==> src/design/smi_pkg.sv <==
`timescale 1ns / 1ps
// ----------------------------------------------------------------------------
// smi_pkg
// Shared types, constants and fixed-point helpers of the small matrix
// inverse block.
// ----------------------------------------------------------------------------
package smi_pkg;

   localparam int MaxDim     = 4;
   localparam int DimW       = $clog2(MaxDim);
   localparam int DimCntW    = $clog2(MaxDim + 1);
   localparam int StoreDepth = MaxDim * MaxDim;
   localparam int AddrW      = $clog2(StoreDepth);
   localparam int CountW     = $clog2(StoreDepth + 1);
   localparam int QW         = 32;
   localparam int FracW      = 16;
   localparam int DivW       = QW + FracW;
   localparam int DivCntW    = $clog2(DivW);
   localparam int CsrIdxW    = 2;
   localparam int CsrDataW   = 16;

   typedef logic signed [QW-1:0] q_type;
   typedef logic [1:0]           status_type;
   typedef logic [1:0]           mode_type;

   localparam status_type StatusOk        = 2'd0;
   localparam status_type StatusBadMatrix = 2'd1;
   localparam status_type StatusCalcErr   = 2'd2;

   localparam mode_type ModeDet   = 2'd0;
   localparam mode_type ModeCof   = 2'd1;
   localparam mode_type ModeInv   = 2'd2;
   localparam mode_type ModeTrans = 2'd3;

   localparam logic [CsrIdxW-1:0] RegOpMode   = 2'd0;
   localparam logic [CsrIdxW-1:0] RegRowCount = 2'd1;
   localparam logic [CsrIdxW-1:0] RegColCount = 2'd2;
   localparam logic [CsrIdxW-1:0] RegSingLim  = 2'd3;

   localparam q_type QMax = 32'sh7FFF_FFFF;
   localparam q_type QMin = 32'sh8000_0000;

   // Clamps a wide signed value to the Q16.16 range.
   function automatic q_type sat_q(input logic signed [65:0] v);
      q_type r;
      if (v > 66'sd2147483647) begin
         r = QMax;
      end else if (v < -66'sd2147483648) begin
         r = QMin;
      end else begin
         r = v[QW-1:0];
      end
      return r;
   endfunction

endpackage

==> src/design/smi_if.sv <==
`timescale 1ns / 1ps
// ----------------------------------------------------------------------------
// smi_req_if / smi_rsp_if
// Valid/ready channels carrying matrix elements in and result items out.
// ----------------------------------------------------------------------------
interface smi_req_if;
   logic          valid;
   logic          ready;
   smi_pkg::q_type element;

   modport source (output valid, output element, input ready);
   modport sink   (input valid, input element, output ready);
endinterface

interface smi_rsp_if;
   logic                valid;
   logic                ready;
   smi_pkg::q_type      value;
   smi_pkg::status_type status;
   logic                is_last;

   modport source (output valid, output value, output status, output is_last, input ready);
   modport sink   (input valid, input value, input status, input is_last, output ready);
endinterface

==> src/design/small_matrix_inverse_adjugate.sv <==
`timescale 1ns / 1ps
// ----------------------------------------------------------------------------
// small_matrix_inverse_adjugate
// Determinant, cofactor matrix, inverse and transpose of a matrix of up to
// 4x4 signed Q16.16 elements, computed by a small sequencer around one
// shared multiplier and a bit-serial divider.
// ----------------------------------------------------------------------------
// Elements are taken one per cycle while the output register is free. Once
// the last element of the matrix has arrived the block drops ready and works
// through the result on its own: the cofactor recursion runs as an explicit
// stack, each product term passing the shared 33x32 multiplier and
// accumulator. Every inverse element additionally passes a restoring divider
// that produces one quotient bit per cycle. A transpose reads each item
// straight from the store. Result items are held in an output register;
// ready returns once the last item of the burst has been handed over to
// that register and that register is free.
// ----------------------------------------------------------------------------
module small_matrix_inverse_adjugate (
   input  logic                          clock,
   input  logic                          reset,
   smi_req_if.sink                       req_ch,
   smi_rsp_if.source                     rsp_ch,
   input  logic                          csr_wr_en,
   input  logic [smi_pkg::CsrIdxW-1:0]   csr_index,
   input  logic [smi_pkg::CsrDataW-1:0]  csr_data
);

   localparam int DimW    = smi_pkg::DimW;
   localparam int DimCntW = smi_pkg::DimCntW;
   localparam int MaxDim  = smi_pkg::MaxDim;
   localparam int QW      = smi_pkg::QW;
   localparam int DivW    = smi_pkg::DivW;

   typedef enum logic [11:0] {
      S_LOAD   = 12'b0000_0000_0001,
      S_START  = 12'b0000_0000_0010,
      S_ECALL  = 12'b0000_0000_0100,
      S_ESCAN  = 12'b0000_0000_1000,
      S_ERET   = 12'b0000_0001_0000,
      S_EMUL   = 12'b0000_0010_0000,
      S_EACC   = 12'b0000_0100_0000,
      S_POST   = 12'b0000_1000_0000,
      S_CHECK  = 12'b0001_0000_0000,
      S_DIV    = 12'b0010_0000_0000,
      S_DIVFIN = 12'b0100_0000_0000,
      S_EMIT   = 12'b1000_0000_0000
   } state_type;

   // Configuration
   smi_pkg::mode_type        op_mode_ff;
   logic [DimCntW-1:0]       row_count_ff;
   logic [DimCntW-1:0]       col_count_ff;
   logic [15:0]              sing_limit_ff;

   // Control
   state_type                state_ff, state_in;
   logic [smi_pkg::CountW-1:0] load_count_ff, load_count_in;
   logic [DimW-1:0]          oi_ff, oi_in, oj_ff, oj_in;
   logic                     det_phase_ff, det_phase_in;
   logic                     out_valid_ff, out_valid_in;
   smi_pkg::q_type           det_ff, det_in;

   // Datapath
   smi_pkg::q_type           store_ff [smi_pkg::StoreDepth];
   logic [DimW-1:0]          lvl_ff, lvl_in;
   logic [DimCntW-1:0]       top_size_ff, top_size_in;
   logic [DimCntW-1:0]       skip_ff, skip_in;
   smi_pkg::q_type           ret_ff, ret_in;
   logic signed [64:0]       prod_ff, prod_in;
   smi_pkg::q_type           pend_value_ff, pend_value_in;
   smi_pkg::status_type      pend_status_ff, pend_status_in;
   logic                     pend_last_ff, pend_last_in;
   smi_pkg::q_type           out_value_ff, out_value_in;
   smi_pkg::status_type      out_status_ff, out_status_in;
   logic                     out_last_ff, out_last_in;
   logic [QW-1:0]            dsr_ff, dsr_in;
   logic [QW-1:0]            rem_ff, rem_in;
   logic [DivW-1:0]          dq_ff, dq_in;
   logic [smi_pkg::DivCntW-1:0] dcnt_ff, dcnt_in;
   logic                     neg_ff, neg_in;

   // One frame of the cofactor recursion per level
   logic [MaxDim-1:0]        mask_ff [MaxDim];
   logic [DimW:0]            cur_ff  [MaxDim];
   logic                     par_ff  [MaxDim];
   smi_pkg::q_type           acc_ff  [MaxDim];
   logic signed [QW:0]       a_ff    [MaxDim];

   // Combinational helpers
   logic                     req_accept, out_free, bad_size, store_we, eng_start;
   logic [smi_pkg::CountW-1:0] total, load_base, next_count;
   logic [DimW-1:0]          rd_row, rd_col, eng_row, lone_col, cur_idx, lvl_up;
   logic [4:0]               rd_lin;
   smi_pkg::q_type           rd_data, prod_q, acc_sum, cof, div_res;
   logic [MaxDim-1:0]        full_mask, eng_mask0, mask_cur, col_bit;
   logic [DimW:0]            cur_cur;
   logic                     scan_done, scan_hit, base_case, last_item, singular;
   logic [DimCntW-1:0]       olim, ilim;
   logic signed [QW:0]       scan_a, cmag;
   logic [QW-1:0]            det_abs;
   logic [QW:0]              rem_sh;
   logic                     div_ge;
   logic [DimW-1:0]          cof_row, cof_col;

   assign req_accept = req_ch.valid && req_ch.ready;
   assign out_free   = !out_valid_ff || rsp_ch.ready;
   assign req_ch.ready = (state_ff == S_LOAD) && out_free;

   assign rsp_ch.valid   = out_valid_ff;
   assign rsp_ch.value   = out_value_ff;
   assign rsp_ch.status  = out_status_ff;
   assign rsp_ch.is_last = out_last_ff;

   assign bad_size = (row_count_ff == '0) || (col_count_ff == '0)
                  || (row_count_ff > DimCntW'(MaxDim)) || (col_count_ff > DimCntW'(MaxDim));
   assign total      = smi_pkg::CountW'(row_count_ff) * smi_pkg::CountW'(col_count_ff);
   assign load_base  = (load_count_ff >= total) ? '0 : load_count_ff;
   assign next_count = load_base + smi_pkg::CountW'(1);

   // Frame of the current recursion level
   assign mask_cur  = mask_ff[lvl_ff];
   assign cur_cur   = cur_ff[lvl_ff];
   assign cur_idx   = cur_cur[DimW-1:0];
   assign scan_done = (cur_cur == (DimW+1)'(MaxDim));
   assign scan_hit  = mask_cur[cur_idx];
   assign col_bit   = MaxDim'(1) << cur_idx;
   assign lvl_up    = lvl_ff + DimW'(1);
   assign base_case = ((top_size_ff - DimCntW'(lvl_ff)) == DimCntW'(1));
   assign eng_row   = (DimCntW'(lvl_ff) >= skip_ff) ? lvl_ff + DimW'(1) : lvl_ff;

   always_comb begin
      lone_col = '0;
      for (int k = 0; k < MaxDim; k++) begin
         if (mask_cur[k]) lone_col = DimW'(k);
      end
   end

   always_comb begin
      for (int k = 0; k < MaxDim; k++) begin
         full_mask[k] = (k < int'(row_count_ff));
      end
   end

   // Element read port of the matrix store
   always_comb begin
      if (state_ff == S_START) begin
         rd_row = oj_ff;
         rd_col = oi_ff;
      end else if (state_ff == S_ECALL) begin
         rd_row = eng_row;
         rd_col = lone_col;
      end else begin
         rd_row = eng_row;
         rd_col = cur_idx;
      end
   end
   assign rd_lin  = 5'(rd_row) * 5'(col_count_ff) + 5'(rd_col);
   assign rd_data = store_ff[rd_lin[smi_pkg::AddrW-1:0]];

   assign scan_a  = par_ff[lvl_ff] ? -(33'(rd_data)) : 33'(rd_data);
   assign prod_q  = smi_pkg::sat_q(66'(prod_ff >>> smi_pkg::FracW));
   assign acc_sum = smi_pkg::sat_q(66'(acc_ff[lvl_ff]) + 66'(prod_q));

   // A cofactor at an odd position is negated, with -(-2^31) clamped
   assign cof = (oi_ff[0] ^ oj_ff[0]) ? smi_pkg::sat_q(-(66'(ret_ff))) : ret_ff;
   assign cmag = cof[QW-1] ? -(33'(cof)) : 33'(cof);
   assign det_abs = det_ff[QW-1] ? QW'(-(33'(det_ff))) : QW'(det_ff);
   assign singular = (det_ff == '0) || (det_abs < QW'(sing_limit_ff));

   assign cof_row = (op_mode_ff == smi_pkg::ModeCof) ? oi_ff : oj_ff;
   assign cof_col = (op_mode_ff == smi_pkg::ModeCof) ? oj_ff : oi_ff;

   assign olim = (op_mode_ff == smi_pkg::ModeTrans) ? col_count_ff : row_count_ff;
   assign ilim = (op_mode_ff == smi_pkg::ModeTrans) ? row_count_ff : col_count_ff;
   assign last_item = (DimCntW'(oi_ff) == olim - DimCntW'(1))
                   && (DimCntW'(oj_ff) == ilim - DimCntW'(1));

   assign rem_sh = {rem_ff, dq_ff[DivW-1]};
   assign div_ge = (rem_sh >= {1'b0, dsr_ff});

   always_comb begin
      if (neg_ff) begin
         if (dq_ff > DivW'(64'h8000_0000)) div_res = smi_pkg::QMin;
         else div_res = QW'(-(dq_ff));
      end else begin
         if (dq_ff > DivW'(64'h7FFF_FFFF)) div_res = smi_pkg::QMax;
         else div_res = dq_ff[QW-1:0];
      end
   end

   always_comb begin
      state_in       = state_ff;
      load_count_in  = load_count_ff;
      oi_in          = oi_ff;
      oj_in          = oj_ff;
      det_phase_in   = det_phase_ff;
      det_in         = det_ff;
      out_valid_in   = out_valid_ff && !rsp_ch.ready;
      out_value_in   = out_value_ff;
      out_status_in  = out_status_ff;
      out_last_in    = out_last_ff;
      lvl_in         = lvl_ff;
      top_size_in    = top_size_ff;
      skip_in        = skip_ff;
      ret_in         = ret_ff;
      prod_in        = prod_ff;
      pend_value_in  = pend_value_ff;
      pend_status_in = pend_status_ff;
      pend_last_in   = pend_last_ff;
      dsr_in         = dsr_ff;
      rem_in         = rem_ff;
      dq_in          = dq_ff;
      dcnt_in        = dcnt_ff;
      neg_in         = neg_ff;
      store_we       = 1'b0;
      eng_start      = 1'b0;
      eng_mask0      = full_mask;

      unique case (state_ff)
         S_LOAD: begin
            if (req_accept) begin
               if (bad_size) begin
                  load_count_in = '0;
                  out_valid_in  = 1'b1;
                  out_value_in  = '0;
                  out_status_in = smi_pkg::StatusBadMatrix;
                  out_last_in   = 1'b1;
               end else begin
                  store_we = 1'b1;
                  if (next_count == total) begin
                     load_count_in = '0;
                     oi_in         = '0;
                     oj_in         = '0;
                     det_phase_in  = (op_mode_ff == smi_pkg::ModeDet)
                                  || (op_mode_ff == smi_pkg::ModeInv);
                     state_in      = S_START;
                  end else begin
                     load_count_in = next_count;
                  end
               end
            end
         end
         S_START: begin
            if (op_mode_ff == smi_pkg::ModeTrans) begin
               pend_value_in  = rd_data;
               pend_status_in = smi_pkg::StatusOk;
               pend_last_in   = last_item;
               state_in       = S_EMIT;
            end else if (row_count_ff != col_count_ff) begin
               pend_value_in  = '0;
               pend_status_in = smi_pkg::StatusCalcErr;
               pend_last_in   = 1'b1;
               state_in       = S_EMIT;
            end else if (det_phase_ff) begin
               eng_start   = 1'b1;
               skip_in     = DimCntW'(MaxDim);
               top_size_in = row_count_ff;
               lvl_in      = '0;
               state_in    = S_ECALL;
            end else if (row_count_ff == DimCntW'(1)) begin
               // The cofactor of a single element is the element itself.
               ret_in   = rd_data;
               state_in = S_POST;
            end else begin
               eng_start   = 1'b1;
               eng_mask0   = full_mask & ~(MaxDim'(1) << cof_col);
               skip_in     = DimCntW'(cof_row);
               top_size_in = row_count_ff - DimCntW'(1);
               lvl_in      = '0;
               state_in    = S_ECALL;
            end
         end
         S_ECALL: begin
            if (base_case) begin
               ret_in   = rd_data;
               state_in = S_ERET;
            end else begin
               state_in = S_ESCAN;
            end
         end
         S_ESCAN: begin
            if (scan_done) begin
               ret_in   = acc_ff[lvl_ff];
               state_in = S_ERET;
            end else if (scan_hit) begin
               lvl_in   = lvl_up;
               state_in = S_ECALL;
            end
         end
         S_ERET: begin
            if (lvl_ff == '0) begin
               state_in = S_POST;
            end else begin
               lvl_in   = lvl_ff - DimW'(1);
               state_in = S_EMUL;
            end
         end
         S_EMUL: begin
            prod_in  = 65'(a_ff[lvl_ff]) * 65'(ret_ff);
            state_in = S_EACC;
         end
         S_EACC: begin
            state_in = S_ESCAN;
         end
         S_POST: begin
            if (det_phase_ff) begin
               det_in = ret_ff;
               if (op_mode_ff == smi_pkg::ModeDet) begin
                  pend_value_in  = ret_ff;
                  pend_status_in = smi_pkg::StatusOk;
                  pend_last_in   = 1'b1;
                  state_in       = S_EMIT;
               end else begin
                  det_phase_in = 1'b0;
                  state_in     = S_CHECK;
               end
            end else if (op_mode_ff == smi_pkg::ModeCof) begin
               pend_value_in  = cof;
               pend_status_in = smi_pkg::StatusOk;
               pend_last_in   = last_item;
               state_in       = S_EMIT;
            end else begin
               dq_in    = {cmag[QW-1:0], {smi_pkg::FracW{1'b0}}};
               dsr_in   = det_abs;
               rem_in   = '0;
               dcnt_in  = '0;
               neg_in   = cof[QW-1] ^ det_ff[QW-1];
               state_in = S_DIV;
            end
         end
         S_CHECK: begin
            if (singular) begin
               pend_value_in  = '0;
               pend_status_in = smi_pkg::StatusCalcErr;
               pend_last_in   = 1'b1;
               state_in       = S_EMIT;
            end else begin
               state_in = S_START;
            end
         end
         S_DIV: begin
            rem_in  = div_ge ? QW'(rem_sh - {1'b0, dsr_ff}) : rem_sh[QW-1:0];
            dq_in   = {dq_ff[DivW-2:0], div_ge};
            dcnt_in = dcnt_ff + smi_pkg::DivCntW'(1);
            if (dcnt_ff == smi_pkg::DivCntW'(DivW - 1)) state_in = S_DIVFIN;
         end
         S_DIVFIN: begin
            pend_value_in  = div_res;
            pend_status_in = smi_pkg::StatusOk;
            pend_last_in   = last_item;
            state_in       = S_EMIT;
         end
         S_EMIT: begin
            if (out_free) begin
               out_valid_in  = 1'b1;
               out_value_in  = pend_value_ff;
               out_status_in = pend_status_ff;
               out_last_in   = pend_last_ff;
               if (pend_last_ff) begin
                  state_in = S_LOAD;
               end else begin
                  if (DimCntW'(oj_ff) == ilim - DimCntW'(1)) begin
                     oj_in = '0;
                     oi_in = oi_ff + DimW'(1);
                  end else begin
                     oj_in = oj_ff + DimW'(1);
                  end
                  state_in = S_START;
               end
            end
         end
         default: begin
            state_in = S_LOAD;
         end
      endcase
   end

   always_ff @(posedge clock) begin
      if (reset) begin
         op_mode_ff    <= smi_pkg::ModeDet;
         row_count_ff  <= DimCntW'(1);
         col_count_ff  <= DimCntW'(1);
         sing_limit_ff <= 16'd1;
         state_ff      <= S_LOAD;
         load_count_ff <= '0;
         oi_ff         <= '0;
         oj_ff         <= '0;
         det_phase_ff  <= 1'b0;
         det_ff        <= '0;
         out_valid_ff  <= 1'b0;
      end else begin
         if (csr_wr_en) begin
            unique case (csr_index)
               smi_pkg::RegOpMode:   op_mode_ff    <= csr_data[1:0];
               smi_pkg::RegRowCount: row_count_ff  <= csr_data[DimCntW-1:0];
               smi_pkg::RegColCount: col_count_ff  <= csr_data[DimCntW-1:0];
               smi_pkg::RegSingLim:  sing_limit_ff <= csr_data[15:0];
            endcase
         end
         state_ff      <= state_in;
         load_count_ff <= load_count_in;
         oi_ff         <= oi_in;
         oj_ff         <= oj_in;
         det_phase_ff  <= det_phase_in;
         det_ff        <= det_in;
         out_valid_ff  <= out_valid_in;
      end
   end

   always_ff @(posedge clock) begin
      lvl_ff         <= lvl_in;
      top_size_ff    <= top_size_in;
      skip_ff        <= skip_in;
      ret_ff         <= ret_in;
      prod_ff        <= prod_in;
      pend_value_ff  <= pend_value_in;
      pend_status_ff <= pend_status_in;
      pend_last_ff   <= pend_last_in;
      out_value_ff   <= out_value_in;
      out_status_ff  <= out_status_in;
      out_last_ff    <= out_last_in;
      dsr_ff         <= dsr_in;
      rem_ff         <= rem_in;
      dq_ff          <= dq_in;
      dcnt_ff        <= dcnt_in;
      neg_ff         <= neg_in;
   end

   always_ff @(posedge clock) begin
      if (store_we) store_ff[load_base[smi_pkg::AddrW-1:0]] <= req_ch.element;
   end

   // Recursion frames: a call opens the next level with the chosen column
   // removed, and each returned minor is weighted and accumulated.
   always_ff @(posedge clock) begin
      if ((state_ff == S_START) && eng_start) mask_ff[0] <= eng_mask0;
      if ((state_ff == S_ECALL) && !base_case) begin
         acc_ff[lvl_ff] <= '0;
         cur_ff[lvl_ff] <= '0;
         par_ff[lvl_ff] <= 1'b0;
      end
      if ((state_ff == S_ESCAN) && !scan_done) begin
         if (scan_hit) begin
            a_ff[lvl_ff]    <= scan_a;
            mask_ff[lvl_up] <= mask_cur & ~col_bit;
         end else begin
            cur_ff[lvl_ff] <= cur_cur + (DimW+1)'(1);
         end
      end
      if (state_ff == S_EACC) begin
         acc_ff[lvl_ff] <= acc_sum;
         cur_ff[lvl_ff] <= cur_cur + (DimW+1)'(1);
         par_ff[lvl_ff] <= !par_ff[lvl_ff];
      end
   end

   a_bad_size_reply: assert property (@(posedge clock) disable iff (reset)
      (req_accept && bad_size) |=>
         (rsp_ch.valid && rsp_ch.status == smi_pkg::StatusBadMatrix && rsp_ch.is_last))
      else $error("bad matrix size did not produce an error item");

   a_level_in_range: assert property (@(posedge clock) disable iff (reset)
      (state_ff == S_ECALL) |-> (DimCntW'(lvl_ff) < top_size_ff))
      else $error("recursion level beyond the minor size");

   a_load_count_range: assert property (@(posedge clock) disable iff (reset)
      load_count_ff < smi_pkg::CountW'(smi_pkg::StoreDepth))
      else $error("load count beyond the store depth");

endmodule

==> src/flat_wrapper.sv <==
// flat-port wrapper written by rule: the top's interface ports become plain ports
module small_matrix_inverse_adjugate_flat 
  (clock, reset, csr_wr_en, csr_index, csr_data, req_ch_valid, req_ch_element, req_ch_ready, rsp_ch_valid, rsp_ch_value, rsp_ch_status, rsp_ch_is_last, rsp_ch_ready);
  smi_req_if req_ch_i ();
  smi_rsp_if rsp_ch_i ();
  input  logic clock;
  input  logic reset;
  input  logic csr_wr_en;
  input  logic [smi_pkg::CsrIdxW-1:0] csr_index;
  input  logic [smi_pkg::CsrDataW-1:0] csr_data;
  input wire logic [$bits(req_ch_i.valid)-1:0] req_ch_valid;
  input wire logic [$bits(req_ch_i.element)-1:0] req_ch_element;
  output wire logic [$bits(req_ch_i.ready)-1:0] req_ch_ready;
  output wire logic [$bits(rsp_ch_i.valid)-1:0] rsp_ch_valid;
  output wire logic [$bits(rsp_ch_i.value)-1:0] rsp_ch_value;
  output wire logic [$bits(rsp_ch_i.status)-1:0] rsp_ch_status;
  output wire logic [$bits(rsp_ch_i.is_last)-1:0] rsp_ch_is_last;
  input wire logic [$bits(rsp_ch_i.ready)-1:0] rsp_ch_ready;
  assign req_ch_i.valid = req_ch_valid;
  assign req_ch_i.element = req_ch_element;
  assign req_ch_ready = req_ch_i.ready;
  assign rsp_ch_valid = rsp_ch_i.valid;
  assign rsp_ch_value = rsp_ch_i.value;
  assign rsp_ch_status = rsp_ch_i.status;
  assign rsp_ch_is_last = rsp_ch_i.is_last;
  assign rsp_ch_i.ready = rsp_ch_ready;
  small_matrix_inverse_adjugate u_core (.clock(clock), .reset(reset), .req_ch(req_ch_i), .rsp_ch(rsp_ch_i), .csr_wr_en(csr_wr_en), .csr_index(csr_index), .csr_data(csr_data));
endmodule
==> config.mk <==
export PLATFORM = sky130hd
export DESIGN_NAME = small_matrix_inverse_adjugate_flat
export DESIGN_NICKNAME = d
export VERILOG_FILES = /design/src/design/smi_pkg.sv /design/src/design/smi_if.sv /design/src/design/small_matrix_inverse_adjugate.sv /design/src/flat_wrapper.sv
export SDC_FILE = /design/constraint.sdc
export NUM_CORES = 2
export LEC_CHECK = 0
export BUFFER_PORTS_ARGS = -buffer_cell sky130_fd_sc_hd__buf_2
export CORE_MARGIN = 4
export CORE_UTILIZATION = 57
export CTS_CLUSTER_SIZE = 25
export DETAILED_ROUTE_END_ITERATION = 12
export PLACE_DENSITY = 0.74
export SLEW_MARGIN = 0
export SYNTH_ARGS = -nofsm -noshare
export SYNTH_HDL_FRONTEND = slang
export SYNTH_SLANG_ARGS = --single-unit
==> constraint.sdc <==
create_clock -name clock -period 11.25 [get_ports clock]
set_input_delay 2.25 -clock clock [delete_from_list [all_inputs] [get_ports clock]]
set_output_delay 2.25 -clock clock [all_outputs]
set_load 0.01 [all_outputs]
==> impl_metrics.ini <==
[run_status]
outcome = finished, final reports clean

[cells_and_area]
area_delta_synth_final_pct = 7.47
final_area_um2 = 99200
fin_nets = 9551
fillerInstances = 12600
drive_gt1_share_pct = 9.40

[synth]
synth_seq_cells = 1162
ys.warnings.count = 0
syn-cell-area_um2 = 92300
ys_seq_area_share_pct = 36.9
synth_top_area_cell = edfxtp_1
ys_top_cells_by_area = edfxtp_1, fa_1, inv_1
ys.flop_type = edfxtp_1
synth_edf_count = 1081
synth-async-reset-ratio_pct = 0
synth_cell_types = 95
syn_avg_cell_area_um2 = 11.3
syn_inst = 8142
synth_top_area_share_pct = 35.2
synth_nets = 9618

[detailed_routing]
drt-total-wl_mm = 258
drc = 0
drt_iter0_drc = 6893
vias = 62700
viasPerCell = 6.06
detail_route.wl_per_cell_um = 25.0
first_pass_iters = 6
drtAntennaViolNets = 0

[clocking]
htreeDepth = 3
numCtsBuffers = 117
cts_setup_buffers = 0
clock_sinks = 1162
clk_pin_slew_ns = 0.06
cts-root-buf = clkbuf_16
clock_latency_ns = 0.80
cts_hold_buf = 0
post_cts_resized = 0
cts_tree = built
cts_max_path_buffers = 3

[sta]
setup_viol = 0
finalCriticalPeriod_ns = 10.05
fin_setup_tns_ns = 0
finalCritPeriodShare_pct = 89.3
finalMaxSlewViolations = 0
timing.final.hold_violations = 0
relSlewSlack_pct = 6.46
tightest_slew_ns = 1.40
max_freq_ghz = 0.0996
skew_ns = 0.117
rsz0062_at_grt = false

[global_routing]
grt_pass1_wl_mm = 399
grt_max_degree = 103
antenna_found_initial = 20
grt_pass1_vias = 65100
track_usage_pct = 31.3
overflow = 0

[setup_path]
crit_required_ns = 11.74
arrival_ns = 10.54
path_max_fanout = 32
cpPeakStageDelay_ns = 0.86
reg2reg_setup_slack_ns = 1.20
crit_path_start_kind = flip-flop
critPathCaptureType = flip-flop
crit_slowest_cell = mux4_2
ff2ff_path_depth = 29
worst-setup-path-type = reg2reg
timing.critical_path.mode_cell = fa_1

[floorplanning]
core_um2 = 161000
die_width_um = 410
die_y_um = 410
start_util_pct = 57.4
row_count = 147
fp.dieArea_um2 = 168000
ios = 92

[placed_design]
routabilityCongestion = 0.984
place_area_um2 = 95200
io_buffers = 91
hpwlAfterDp_mm = 186

[job]
cap_violations = 0

[worst_hold_path]
holdCritPathClass = reg2reg
hold_depth = 2
cell families after synthesis:
family | share of synthesized area, %
DFF | 36.9
and+or+nand+nor | 12.7
buffers and inverters | 7.12
adders and majority gates | 28.4
AOI/OAI and AO/OA | 6.22
xor gates and xnor gates | 2.18
muxes | 6.52
state kept, by name, summed over array words and instances (netlist names), 48 cells and up, named ones only:
| signal | cells |
|---|---|
| u_core.prod_ff | 49 |
| u_core.a_ff | 132 |
| u_core.store_ff | 512 |
| u_core.dq_ff | 48 |
| u_core.acc_ff | 128 |
through the flow:
stage / utilization [%] / worst slack, ns / std cells / hold WS (ns)
2_1_floorplan: - / 1.09 / 8142 / 0.435
3_5_place_dp: 59.2 / 1.11 / 10100 / 0.451
3_3_place_gp: 59.2 / 1.28 / 10100 / 0.450
6_report: 61.7 / 1.20 / 10300 / 0.462
5_1_grt: 61.7 / 0.527 / 10300 / 0.492
4_1_cts: 61.7 / 1.16 / 10300 / 0.463
synthesized netlist by cell type, types with 36 or more instances:
cell type / number
o221ai_1: 36
nand4_1: 44
nor2_1: 351
nand3_1: 80
mux2i_1: 100
edfxtp_1: 1081
mux4_2: 204
nand2b_1: 49
nand2_1: 884
a21oi_1: 277
o21ai_0: 200
fa_1: 1118
clkbuf_1: 379
xnor2_1: 140
nor3_1: 72
nor4_1: 40
a21o_1: 94
dfxtp_1: 81
a31oi_1: 40
xor2_1: 90
and2_1: 613
inv_1: 1294
ha_1: 303
final timing paths:
path / end / from
setup / recovery: u_core.prod_ff[62]$_DFFE_PP_ / flip-flop
hold reg to reg: u_core.sing_limit_ff[1]$_SDFFE_PP0P_ / u_core.sing_limit_ff[1]$_SDFFE_PP0P_
setup reg to reg: u_core.prod_ff[62]$_DFFE_PP_ / flip-flop
hold / removal: u_core.sing_limit_ff[1]$_SDFFE_PP0P_ / u_core.sing_limit_ff[1]$_SDFFE_PP0P_
per-layer routing:
layer  vias up  share of wire, %  GRT usage [%]
li1      26800                 -              -
met1     31900                38           42.5
met2      3309                45           47.5
met3       703                11           8.38
met4        14               5.6           14.6
met5         -             0.038              0
cell type report:
type | instances | area [µm²] | area share [%]
clock inverter | 83 | 888 | 0.896
tap | 2160 | 2700 | 2.72
multi-input combinational | 5247 | 51800 | 52.3
timing repair buffer | 252 | 1710 | 1.72
clock buffer | 138 | 3060 | 3.08
inverter | 1295 | 4860 | 4.90
sequential | 1162 | 34100 | 34.4
antenna | 10 | 25.0 | 0.0252
critical path: cells and delay by family (launching register included):
| family | cells | cell delay [ns] |
|---|---|---|
| xor gates and xnor gates | 1 | 0.11 |
| and+or+nand+nor | 2 | 0.58 |
| AOI/OAI and AO/OA | 9 | 1.86 |
| DFF | 1 | 0.55 |
| adders and majority gates | 9 | 4.86 |
| muxes | 1 | 0.86 |
| buffers and inverters | 7 | 0.98 |
placed cells by master, fill, tap and decap left out, types with 17 or more instances in the layout:
cell / count
nor4_1: 40
or2_2: 19
nand2_1: 883
o31ai_1: 27
buf_4: 158
mux2i_1: 98
clkbuf_1: 17
o21ai_0: 193
edfxtp_1: 1081
nor2_1: 340
a21oi_1: 277
clkinv_2: 26
o22ai_1: 25
o211ai_1: 19
a21o_1: 94
fa_1: 1117
nand4_1: 44
nand2b_1: 49
a31oi_1: 40
o21a_1: 30
nor3_1: 68
xnor2_1: 139
o221ai_1: 36
or3_1: 29
ha_1: 301
inv_1: 1293
nor2b_1: 28
and2_1: 609
and3_1: 27
clkinv_1: 20
buf_2: 91
a211oi_1: 33
clkbuf_16: 118
xor2_1: 89
mux2_2: 35
or4_1: 18
nor3b_1: 26
mux4_2: 204
nand3_1: 80
dfxtp_1: 78
Power is left out: the tool's default activity adds up to more than one toggle a clock period on the data nets, which glitch-free logic cannot reach.
